[src/rtl/first_fit_buffer_pool_unit_assert.svh]
// Assertion macros for the first-fit buffer pool unit.
// Needs clk and rst_n in the scope of the file that uses them.
`ifndef FIRST_FIT_BUFFER_POOL_UNIT_ASSERT_SVH
`define FIRST_FIT_BUFFER_POOL_UNIT_ASSERT_SVH

`ifndef SYNTHESIS
// same-cycle implication
`define FFBP_ASSERT_NOW(lbl, ante, cons, msg) \
    lbl: assert property (@(posedge clk) disable iff (!rst_n) (ante) |-> (cons)) \
        else $error(msg);
// next-cycle implication
`define FFBP_ASSERT_NXT(lbl, ante, cons, msg) \
    lbl: assert property (@(posedge clk) disable iff (!rst_n) (ante) |=> (cons)) \
        else $error(msg);
`else
`define FFBP_ASSERT_NOW(lbl, ante, cons, msg)
`define FFBP_ASSERT_NXT(lbl, ante, cons, msg)
`endif

`endif

[src/rtl/ffbp_pkg.sv]
// Shared constants and types of the first-fit buffer pool unit.
// No dependencies.
package ffbp_pkg;

    localparam int POOL_ENTRIES = 16;
    localparam int IDX_W = (POOL_ENTRIES > 1) ? $clog2(POOL_ENTRIES) : 1;
    localparam int CNT_W = $clog2(POOL_ENTRIES + 1);

    localparam logic [31:0] BUDGET_RESET = 32'd67108864;

    typedef logic [1:0] op_t;
    typedef logic [2:0] status_t;

    localparam op_t OP_ALLOC   = 2'd0;
    localparam op_t OP_RELEASE = 2'd1;
    localparam op_t OP_CLEAR   = 2'd2;

    localparam status_t ST_REUSED    = 3'd0;
    localparam status_t ST_NEW       = 3'd1;
    localparam status_t ST_ZERO      = 3'd2;
    localparam status_t ST_BUDGET    = 3'd3;
    localparam status_t ST_FULL      = 3'd4;
    localparam status_t ST_RELEASED  = 3'd5;
    localparam status_t ST_NOT_FOUND = 3'd6;
    localparam status_t ST_CLEARED   = 3'd7;

endpackage

[src/rtl/first_fit_buffer_pool_unit.sv]
// First-fit buffer pool allocator with a byte budget: top level.
// Depends on ffbp_pkg and first_fit_buffer_pool_unit_assert.svh.
//
//  channel   | handshake            | payload
//  ----------+----------------------+-------------------------------------------
//  request   | start / busy         | operation, request_bytes, release_index
//  result    | done (1-cycle strobe)| status, entry_index, entry_bytes, total_bytes
//  config    | cfg_we               | cfg_wdata (budget in bytes)
//
// Release, clear, zero-size and unused operations are decided in the idle state: the
// result beat shows on the cycle after start. An allocate walks the size/busy
// memories one entry per cycle (registered read, next read issued while
// the current entry is checked) and stops at the first free entry that fits;
// if none fits, or the pool is empty, a decide state does the budget add/compare,
// the full check and the append. busy is high while an allocate is in flight.
// Reset clears the entry count, the byte total and the budget (to 64 MiB);
// the memories need no clearing since only entries below the count are read.
// The receiver cannot stall: each result beat is valid for one cycle only.
`include "first_fit_buffer_pool_unit_assert.svh"

module first_fit_buffer_pool_unit (
    input  logic              clk,
    input  logic              rst_n,
    input  logic              start,
    output logic              busy,
    input  ffbp_pkg::op_t     operation,
    input  logic [31:0]       request_bytes,
    input  logic [7:0]        release_index,
    input  logic              cfg_we,
    input  logic [31:0]       cfg_wdata,
    output logic              done,
    output ffbp_pkg::status_t status,
    output logic [7:0]        entry_index,
    output logic [31:0]       entry_bytes,
    output logic [31:0]       total_bytes
);
    import ffbp_pkg::*;

    localparam logic [1:0] S_IDLE   = 2'd0;
    localparam logic [1:0] S_SCAN   = 2'd1;
    localparam logic [1:0] S_DECIDE = 2'd2;

    // control state
    logic [1:0]       state_reg, state_next;
    logic [CNT_W-1:0] count_reg, count_next;
    logic [31:0]      total_reg, total_next;
    logic [31:0]      budget_reg;
    logic [IDX_W-1:0] chk_reg, chk_next;
    logic             done_reg, done_next;

    // request and result payload
    logic [31:0]      req_reg, req_next;
    status_t          status_reg, status_next;
    logic [7:0]       eidx_reg, eidx_next;
    logic [31:0]      ebytes_reg, ebytes_next;

    // entry memories: size and busy mark
    logic [31:0]      size_mem [POOL_ENTRIES];
    logic             busy_mem [POOL_ENTRIES];
    logic [IDX_W-1:0] rd_addr;
    logic [31:0]      rd_size_reg;
    logic             rd_busy_reg;
    logic             size_we;
    logic             busy_we;
    logic [IDX_W-1:0] wr_addr;
    logic             wr_busy;

    logic [32:0]      sum;
    logic             hit;
    logic             last_chk;

    assign sum      = {1'b0, total_reg} + {1'b0, req_reg};
    assign hit      = !rd_busy_reg && (rd_size_reg >= req_reg);
    assign last_chk = (CNT_W'(chk_reg) + CNT_W'(1)) == count_reg;

    always_comb
    begin
        state_next  = state_reg;
        count_next  = count_reg;
        total_next  = total_reg;
        chk_next    = chk_reg;
        done_next   = 1'b0;
        req_next    = req_reg;
        status_next = status_reg;
        eidx_next   = eidx_reg;
        ebytes_next = ebytes_reg;
        rd_addr     = '0;
        size_we     = 1'b0;
        busy_we     = 1'b0;
        wr_addr     = '0;
        wr_busy     = 1'b0;

        unique case (state_reg)
            S_IDLE:
            begin
                if (start)
                begin
                    req_next    = request_bytes;
                    eidx_next   = '0;
                    ebytes_next = '0;
                    unique case (operation)
                        OP_ALLOC:
                        begin
                            if (request_bytes == '0)
                            begin
                                status_next = ST_ZERO;
                                done_next   = 1'b1;
                            end
                            else if (count_reg == '0)
                            begin
                                state_next = S_DECIDE;
                            end
                            else
                            begin
                                chk_next   = '0;
                                state_next = S_SCAN;
                            end
                        end
                        OP_RELEASE:
                        begin
                            done_next = 1'b1;
                            if (9'(release_index) < 9'(count_reg))
                            begin
                                busy_we     = 1'b1;
                                wr_addr     = release_index[IDX_W-1:0];
                                wr_busy     = 1'b0;
                                status_next = ST_RELEASED;
                                eidx_next   = release_index;
                            end
                            else
                            begin
                                status_next = ST_NOT_FOUND;
                            end
                        end
                        OP_CLEAR:
                        begin
                            count_next  = '0;
                            total_next  = '0;
                            status_next = ST_CLEARED;
                            done_next   = 1'b1;
                        end
                        default:
                        begin
                            status_next = ST_NOT_FOUND;
                            done_next   = 1'b1;
                        end
                    endcase
                end
            end
            S_SCAN:
            begin
                // data for chk_reg is on the read port; fetch the next entry
                rd_addr = chk_reg + IDX_W'(1);
                if (hit)
                begin
                    busy_we     = 1'b1;
                    wr_addr     = chk_reg;
                    wr_busy     = 1'b1;
                    status_next = ST_REUSED;
                    eidx_next   = 8'(chk_reg);
                    ebytes_next = rd_size_reg;
                    done_next   = 1'b1;
                    state_next  = S_IDLE;
                end
                else if (last_chk)
                begin
                    state_next = S_DECIDE;
                end
                else
                begin
                    chk_next = chk_reg + IDX_W'(1);
                end
            end
            S_DECIDE:
            begin
                done_next  = 1'b1;
                state_next = S_IDLE;
                if (sum > {1'b0, budget_reg})
                begin
                    status_next = ST_BUDGET;
                end
                else if (count_reg == CNT_W'(POOL_ENTRIES))
                begin
                    status_next = ST_FULL;
                end
                else
                begin
                    size_we     = 1'b1;
                    busy_we     = 1'b1;
                    wr_addr     = count_reg[IDX_W-1:0];
                    wr_busy     = 1'b1;
                    count_next  = count_reg + CNT_W'(1);
                    total_next  = sum[31:0];
                    status_next = ST_NEW;
                    eidx_next   = 8'(count_reg);
                    ebytes_next = req_reg;
                end
            end
            default:
            begin
                state_next = S_IDLE;
            end
        endcase
    end

    always_ff @(posedge clk or negedge rst_n)
    begin
        if (!rst_n)
        begin
            state_reg  <= S_IDLE;
            count_reg  <= '0;
            total_reg  <= '0;
            budget_reg <= BUDGET_RESET;
            chk_reg    <= '0;
            done_reg   <= 1'b0;
        end
        else
        begin
            state_reg <= state_next;
            count_reg <= count_next;
            total_reg <= total_next;
            chk_reg   <= chk_next;
            done_reg  <= done_next;
            if (cfg_we)
            begin
                budget_reg <= cfg_wdata;
            end
        end
    end

    always_ff @(posedge clk)
    begin
        req_reg    <= req_next;
        status_reg <= status_next;
        eidx_reg   <= eidx_next;
        ebytes_reg <= ebytes_next;
    end

    // entry memories, one write and one registered read per cycle
    always_ff @(posedge clk)
    begin
        if (size_we)
        begin
            size_mem[wr_addr] <= req_reg;
        end
        if (busy_we)
        begin
            busy_mem[wr_addr] <= wr_busy;
        end
        rd_size_reg <= size_mem[rd_addr];
        rd_busy_reg <= busy_mem[rd_addr];
    end

    assign busy        = (state_reg != S_IDLE);
    assign done        = done_reg;
    assign status      = status_reg;
    assign entry_index = eidx_reg;
    assign entry_bytes = ebytes_reg;
    assign total_bytes = total_reg;

    `FFBP_ASSERT_NOW(a_count_bound, 1'b1, count_reg <= CNT_W'(POOL_ENTRIES), "count overflow")
    `FFBP_ASSERT_NOW(a_scan_nonempty, state_reg == S_SCAN, count_reg != '0, "scan of empty pool")
    `FFBP_ASSERT_NOW(a_done_idle, done_reg, state_reg == S_IDLE, "result beat while busy")
    `FFBP_ASSERT_NXT(a_accept_moves, start && !busy, busy || done, "accepted beat lost")

endmodule

[config.mk]
export PLATFORM = sky130hd
export DESIGN_NAME = first_fit_buffer_pool_unit
export DESIGN_NICKNAME = d
export VERILOG_FILES = /design/src/rtl/ffbp_pkg.sv /design/src/rtl/first_fit_buffer_pool_unit.sv
export VERILOG_INCLUDE_DIRS = /design/src /design/src/rtl
export SDC_FILE = /design/constraint.sdc
export NUM_CORES = 1
export LEC_CHECK = 0
export BUFFER_PORTS_ARGS = -buffer_cell sky130_fd_sc_hd__clkbuf_2
export CAP_MARGIN = 5
export CORE_MARGIN = 8
export CORE_UTILIZATION = 30
export DETAILED_ROUTE_END_ITERATION = 10
export PLACE_DENSITY = 0.53
export SYNTH_ARGS = -nofsm -noshare
export SYNTH_HDL_FRONTEND = slang
export SYNTH_SLANG_ARGS = --single-unit
[constraint.sdc]
create_clock -name clk -period 8.4 [get_ports clk]
set_input_delay 0.84 -clock clk [delete_from_list [all_inputs] [get_ports clk]]
set_output_delay 0.84 -clock clk [all_outputs]
set_load 0.03 [all_outputs]
* Word-level counts from Yosys, hierarchy flattened
Memory sizes are Yosys's and may differ from the RTL's. A register that Yosys moved wholly into a read port is not among the register bits.
Cells that the tools add are included.
** Operators by class
- Add/sub/neg operators :: 4
- $mul :: 0
- Div/mod/pow operators :: 0
- $lt $le $gt $ge :: 3
- Equal/unequal tests :: 18
- Shift-type cells :: 0
- Muxes and demuxes :: 69
- Bitwise operators :: 0
- Reduce and logical (&&, ||, !) cells :: 16
** Operator list (number)
- 32-bit two-way mux :: 8
- 32-bit case mux with 3 select lines :: 1
- 32-bit case mux with 2 select lines :: 1
- 4-bit two-way mux :: 13
- 8-bit two-way mux :: 6
- 32-bit by 32-bit adder with 33-bit output :: 1
- 33-bit by 32-bit greater-than comparator with 1-bit output :: 1
- 32-bit >= comparator :: 1
- 32-bit zero test :: 1
- 8-bit case mux with 3 select lines :: 1
- 5-bit two-way mux :: 4
- 3-bit case mux with 3 select lines :: 2
- 2-bit != test (second input constant) :: 8
- 3-bit two-way mux :: 5
- 1-bit two-way mux :: 14
- 2-bit two-way mux :: 7
- 4-bit case mux with 3 select lines :: 1
- 5-bit case mux with 2 select lines :: 1
- 5-bit AND reduction :: 2
- 8-bit by 5-bit less-than comparator with 1-bit output :: 1
- 4-bit case mux with 2 select lines :: 1
- 4-bit AND reduction :: 2
- 7-bit AND reduction :: 1
- 3-bit != test (second input constant) :: 2
- other kinds (18) :: 25
** Storage, ports and cells
- Register bits after elaboration :: 151
- Latch bits :: 0
- RAM bits :: 528
- Memory bits (read-only) :: 0
- Input bits :: 78
- Output and inout bits :: 77
- Memories :: 2
** Memories
- size_mem :: words 16, width 32, read ports 1, clocked after Yosys merged registers in 1, write ports 1, line first_fit_buffer_pool_unit.sv:58 : logic [31:0] size_mem [POOL_ENTRIES];
- busy_mem :: words 16, width 1, read ports 1, clocked after Yosys merged registers in 1, write ports 1, line first_fit_buffer_pool_unit.sv:59 : logic busy_mem [POOL_ENTRIES];

* Logic depth before layout (Yosys ltp)
- Depth after elaboration :: 7
- Depth in mapped cells :: 22
- Depth with buffers taken out :: 21

* Worst setup path after synthesis
OpenSTA, ideal clock, no wires.
- Kind :: reg-to-reg
- Start point :: register req_reg[17]
- End point :: memory size_mem[11][0], enable pin
- Data arrival time :: 7805 ps
- Required time :: 7887 ps
- Path slack :: 82 ps
- Cell stages (with the launch flop) :: 19
- Path buffers :: 0
- Clock period less this slack :: 8318 ps
- Path through :: edfxtp_1 -> ha_1 -> a21oi_1 -> a21boi_0 -> a311o_1 -> a311oi_1 -> o31ai_1 -> o21ai_0 -> o21ai_0 -> xnor2_1 -> ha_1 -> nand4_1 -> nor4_1 -> and3_1 -> o2111ai_1 -> o31a_1 -> nor4_1 -> nand3b_1 -> nor4b_1
** On the way
- Cells in the longest elaborated chain, start to end :: 6
- Elaborated cells between the ends (all ways) :: 11
- Those cells by class :: 1 x add/sub; 2 x order compare; 7 x mux; 1 x reduce/logical
** Ends and longest elaborated chain
- start: declaration :: line first_fit_buffer_pool_unit.sv:52 : logic [31:0] req_reg, req_next;
- start signal: assignment :: line first_fit_buffer_pool_unit.sv:233 : req_reg <= req_next;
- 32-bit by 32-bit adder with 33-bit output :: line first_fit_buffer_pool_unit.sv:72 : assign sum = {1'b0, total_reg} + {1'b0, req_reg};
- 33-bit by 32-bit greater-than comparator with 1-bit output :: line first_fit_buffer_pool_unit.sv:178 : if (sum > {1'b0, budget_reg})
- 1-bit two-way mux :: line first_fit_buffer_pool_unit.sv:178
- 1-bit two-way mux :: line first_fit_buffer_pool_unit.sv:93 : unique case (state_reg)
- 1-bit two-way mux :: line first_fit_buffer_pool_unit.sv:242 : if (size_we)
- 1-bit two-way mux (not written as such) :: line first_fit_buffer_pool_unit.sv:244 : size_mem[wr_addr] <= req_reg;
- end: declaration :: line first_fit_buffer_pool_unit.sv:58
Parallel ways exist; a longest one is shown, timed or not.

* Worst setup path after layout
- Start point :: register req_reg[0]
- End point :: memory size_mem[10][10], enable pin
The elaborated chain is that of the path after synthesis.

==> results.yml <==
clocking:
  numCtsBuffers: 80
  max-clock-path-buffers: 3
  postCtsSetupBuffers: 0
  cts_sinks: 712
  root_buffer: "clkbuf_16"
  cts_tree: "yes"
  post_cts_resized: 0
  clk_pin_slew_ps: 60
  holdBufCountCts: 0
  h-tree-depth: 3
  clk_latency_ps: 630
yosys:
  synth_cells: 2246
  ys.warnings.count: 0
  ys_seq_area_share_pct: 66.9
  synth.avg_cell_area_um2: 13.8
  synthArstFlopShare_pct: 10.7
  synth_ff_type: "edfxtp_1"
  yosysUniqueCellTypes: 74
  netlist_area_um2: 30900
  synth_edf_count: 603
  synth-seq-cells: 712
global_route:
  track_usage_pct: 14.8
  grt_antenna_before_repair: 6
  grt_pass1_vias: 19669
  grt_max_degree: 170
  grt_remaining_overflow: 0
  grt_pass1_wl_um: 128000
final_layout:
  largest_reg_flops: 512
  antenna_cells: 0
  final_cell_mix: "603 x edfxtp_1, 275 x nand2_1, 153 x clkbuf_2, 128 x mux2i_1, 106 x ha_1"
  fillers: 9821
  drive_gt1_share_pct: 16.8
  regMostFlops: "size_mem"
  layout_commonest_cell: "edfxtp_1"
  layout.cells.non_filler: 3853
  fin_util_pct: 35.8
  syn2layout_area_growth_pct: 18.0
  nNetsFinal: 2605
  stdcell_area_um2: 36500
setup_path:
  max_stage_delay_ps: 830
  cp.arrival_ps: 7550
  worstSetupStartpointType: "flop"
  crit_chain: "ha_1, inv_1, fa_1, nand2b_1, a21o_1, a21oi_1, a41oi_1, o21bai_1, a31oi_1, o311ai_0, ha_1, nand4_1, nor4_1, o31a_1, o31a_1, nor2_2, a31oi_1, nor3b_1, nor2b_4, buf_4"
  crit_fanout: 19
  crit_path_end_kind: "flop"
  crit_required_ps: 8670
  cp_slowest_cell: "nor3b_1"
  crit_type: "reg2reg"
die:
  num_rows: 117
  die_area_um2: 113000
  start_util_pct: 30.3
  fp.dieW_um: 337
  fp.dieH_um: 337
  io_pins: 155
  core_um2: 102000
routing:
  wl_met3_um: 4750
  routed_via_density: 5.01
  wirelength_um: 85900
  maxUsedRoutingLayer: "met4"
  drc: 0
  drtPass1Iterations: 8
  wl_met1_um: 39000
  vias: 19322
  wl_met2_um: 39800
  wl_per_cell_um: 22.3
  first_iter_violations: 1465
  drtAntennaViolNets: 0
flow_run:
  maxCapViolations: 0
sta:
  slew_headroom_pct: 18.9
  finalMaxSlewViolations: 0
  finalSetupViolCount: 0
  fin_skew_ps: 28.5
  tightestPinTransition_ps: 1220
  hold_ws_ps: 52.7
  timing.setup.tns_ps: 0
  fmax_mhz: 137
  min_period_over_period_pct: 86.7
  setup_ws_ps: 1120
  rsz0062_at_grt: "no"
  finalHoldViolCount: 0
  period_minus_slack_ps: 7280
placed_design:
  routabilityCongestion: 0.863
  dp_hpwl_um: 55000
  dp_slack_ps: 1060
  dpl-instance-area_um2: 33600
  port_buffers: 154
  dp.cells: 3705
pwr:
  total_power_mw: 12.0
  p_leak_nw: 13.3
  pwr_density_cell_nw_per_um2: 329
  peakVddDrop_mv: 0.177
min_path:
  min_path_type: "in2async"
outcome:
  status: "finished clean"
## metal layers
layer,vias to the layer above,track usage [%]
li1,8898,-
met1,9739,20.3
met2,560,23.8
met3,125,2.89
met4,0,4.54
met5,-,0
## cell type report
| class | instances | area (um2) | share of cell area, % |
|---|---|---|---|
| Timing Repair Buffer | 210 | 1210 | 3.31 |
| Tap cell | 1368 | 1710 | 4.70 |
| Clock inverter | 53 | 744 | 2.04 |
| Inverter | 86 | 323 | 0.886 |
| Sequential cell | 712 | 20700 | 56.7 |
| Clock buffer | 95 | 2140 | 5.87 |
| Multi-Input combinational cell | 1329 | 9650 | 26.5 |
## cells in the mapped netlist, types with 3 or more instances
| library cell | n | area [um2] |
|---|---|---|
| buf_1 | 17 | 63.8 |
| nand2_1 | 276 | 1040 |
| xnor2_1 | 22 | 193 |
| o21bai_1 | 5 | 37.5 |
| o21ai_0 | 103 | 515 |
| a31oi_1 | 39 | 244 |
| dfrtp_1 | 75 | 1880 |
| a22o_1 | 11 | 96.3 |
| clkbuf_1 | 99 | 372 |
| a21boi_0 | 4 | 30.0 |
| o211ai_1 | 8 | 60.1 |
| o2bb2ai_1 | 3 | 26.3 |
| a221oi_1 | 4 | 35.0 |
| nand4_1 | 14 | 87.6 |
| nand3_1 | 44 | 220 |
| mux2_2 | 4 | 45.0 |
| o22ai_1 | 4 | 25.0 |
| edfxtp_1 | 603 | 18100 |
| a311oi_1 | 33 | 289 |
| xor2_1 | 11 | 96.3 |
| nor2b_1 | 73 | 457 |
| nor4_1 | 15 | 93.8 |
| mux4_2 | 35 | 788 |
| o21a_1 | 5 | 37.5 |
| nand2b_1 | 8 | 50.1 |
| mux2i_1 | 128 | 1280 |
| a21o_1 | 14 | 105 |
| ha_1 | 107 | 1340 |
| and2_1 | 10 | 62.6 |
| nor2_1 | 62 | 233 |
| a21oi_1 | 96 | 480 |
| a211oi_1 | 102 | 766 |
| dfxtp_1 | 33 | 661 |
| buf_2 | 5 | 25.0 |
| and3_1 | 10 | 62.6 |
| o2111ai_1 | 3 | 26.3 |
| nor3_1 | 11 | 55.1 |
| inv_1 | 86 | 323 |
| nor4b_1 | 4 | 35.0 |
| and4_1 | 3 | 26.3 |
| a22oi_1 | 7 | 52.6 |
| a31o_2 | 6 | 52.6 |
## report_power, final
group / leakage (nW) / total [mW] / switching, mW / internal [mW]
Combinational: 5.17 / 3.43 / 2.32 / 1.11
Sequential: 6.75 / 4.78 / 0.315 / 4.47
Clock: 1.40 / 3.79 / 1.44 / 2.35
Total: 13.3 / 12.0 / 4.08 / 7.92
## final timing paths
| path | startpoint | to | slack, ps | cells past startpoint |
|---|---|---|---|---|
| worst max-delay path | req_reg[0]$_DFFE_PP_ | size_mem[10][10]$_DFFE_PP_ | 1120 | 20 |
| worst min-delay path | rst_n | budget_reg[9]$_DFFE_PN0P_ | 50 | 1 |
| worst max register to register | req_reg[0]$_DFFE_PP_ | size_mem[10][10]$_DFFE_PP_ | 1120 | 20 |
| worst min register to register | total_bytes[0]$_DFFE_PN0P_ | total_bytes[0]$_DFFE_PN0P_ | 510 | 2 |
| max in group asynchronous | rst_n | chk_reg[0]$_DFFE_PN0P_ | 7170 | 2 |
| min in group clk | request_bytes[6] | req_reg[6]$_DFFE_PP_ | 400 | 1 |
## critical path, delay by kind of cell (launching register included)
| family | cells | cell delay (ps) |
|---|---|---|
| buffers and inverters | 2 | 450 |
| adder cells (fa/ha/maj) | 3 | 940 |
| AND/OR/NAND/NOR | 6 | 1960 |
| AO/OA/AOI/OAI | 9 | 2830 |
| flip-flops | 1 | 730 |
## kinds of logic after synthesis
group           count (synthesis)  synth area share (%)
flops                         712                  66.9
simple gates                  545                  8.19
compound gates                473                  10.2
buf+inv                       207                  2.54
mux                           167                  6.84
fa+ha+maj                     108                  4.40
xor+xnor                       33                 0.936
other cells                     1                0.0121
Note: power is estimated with default switching activity, not from simulation.
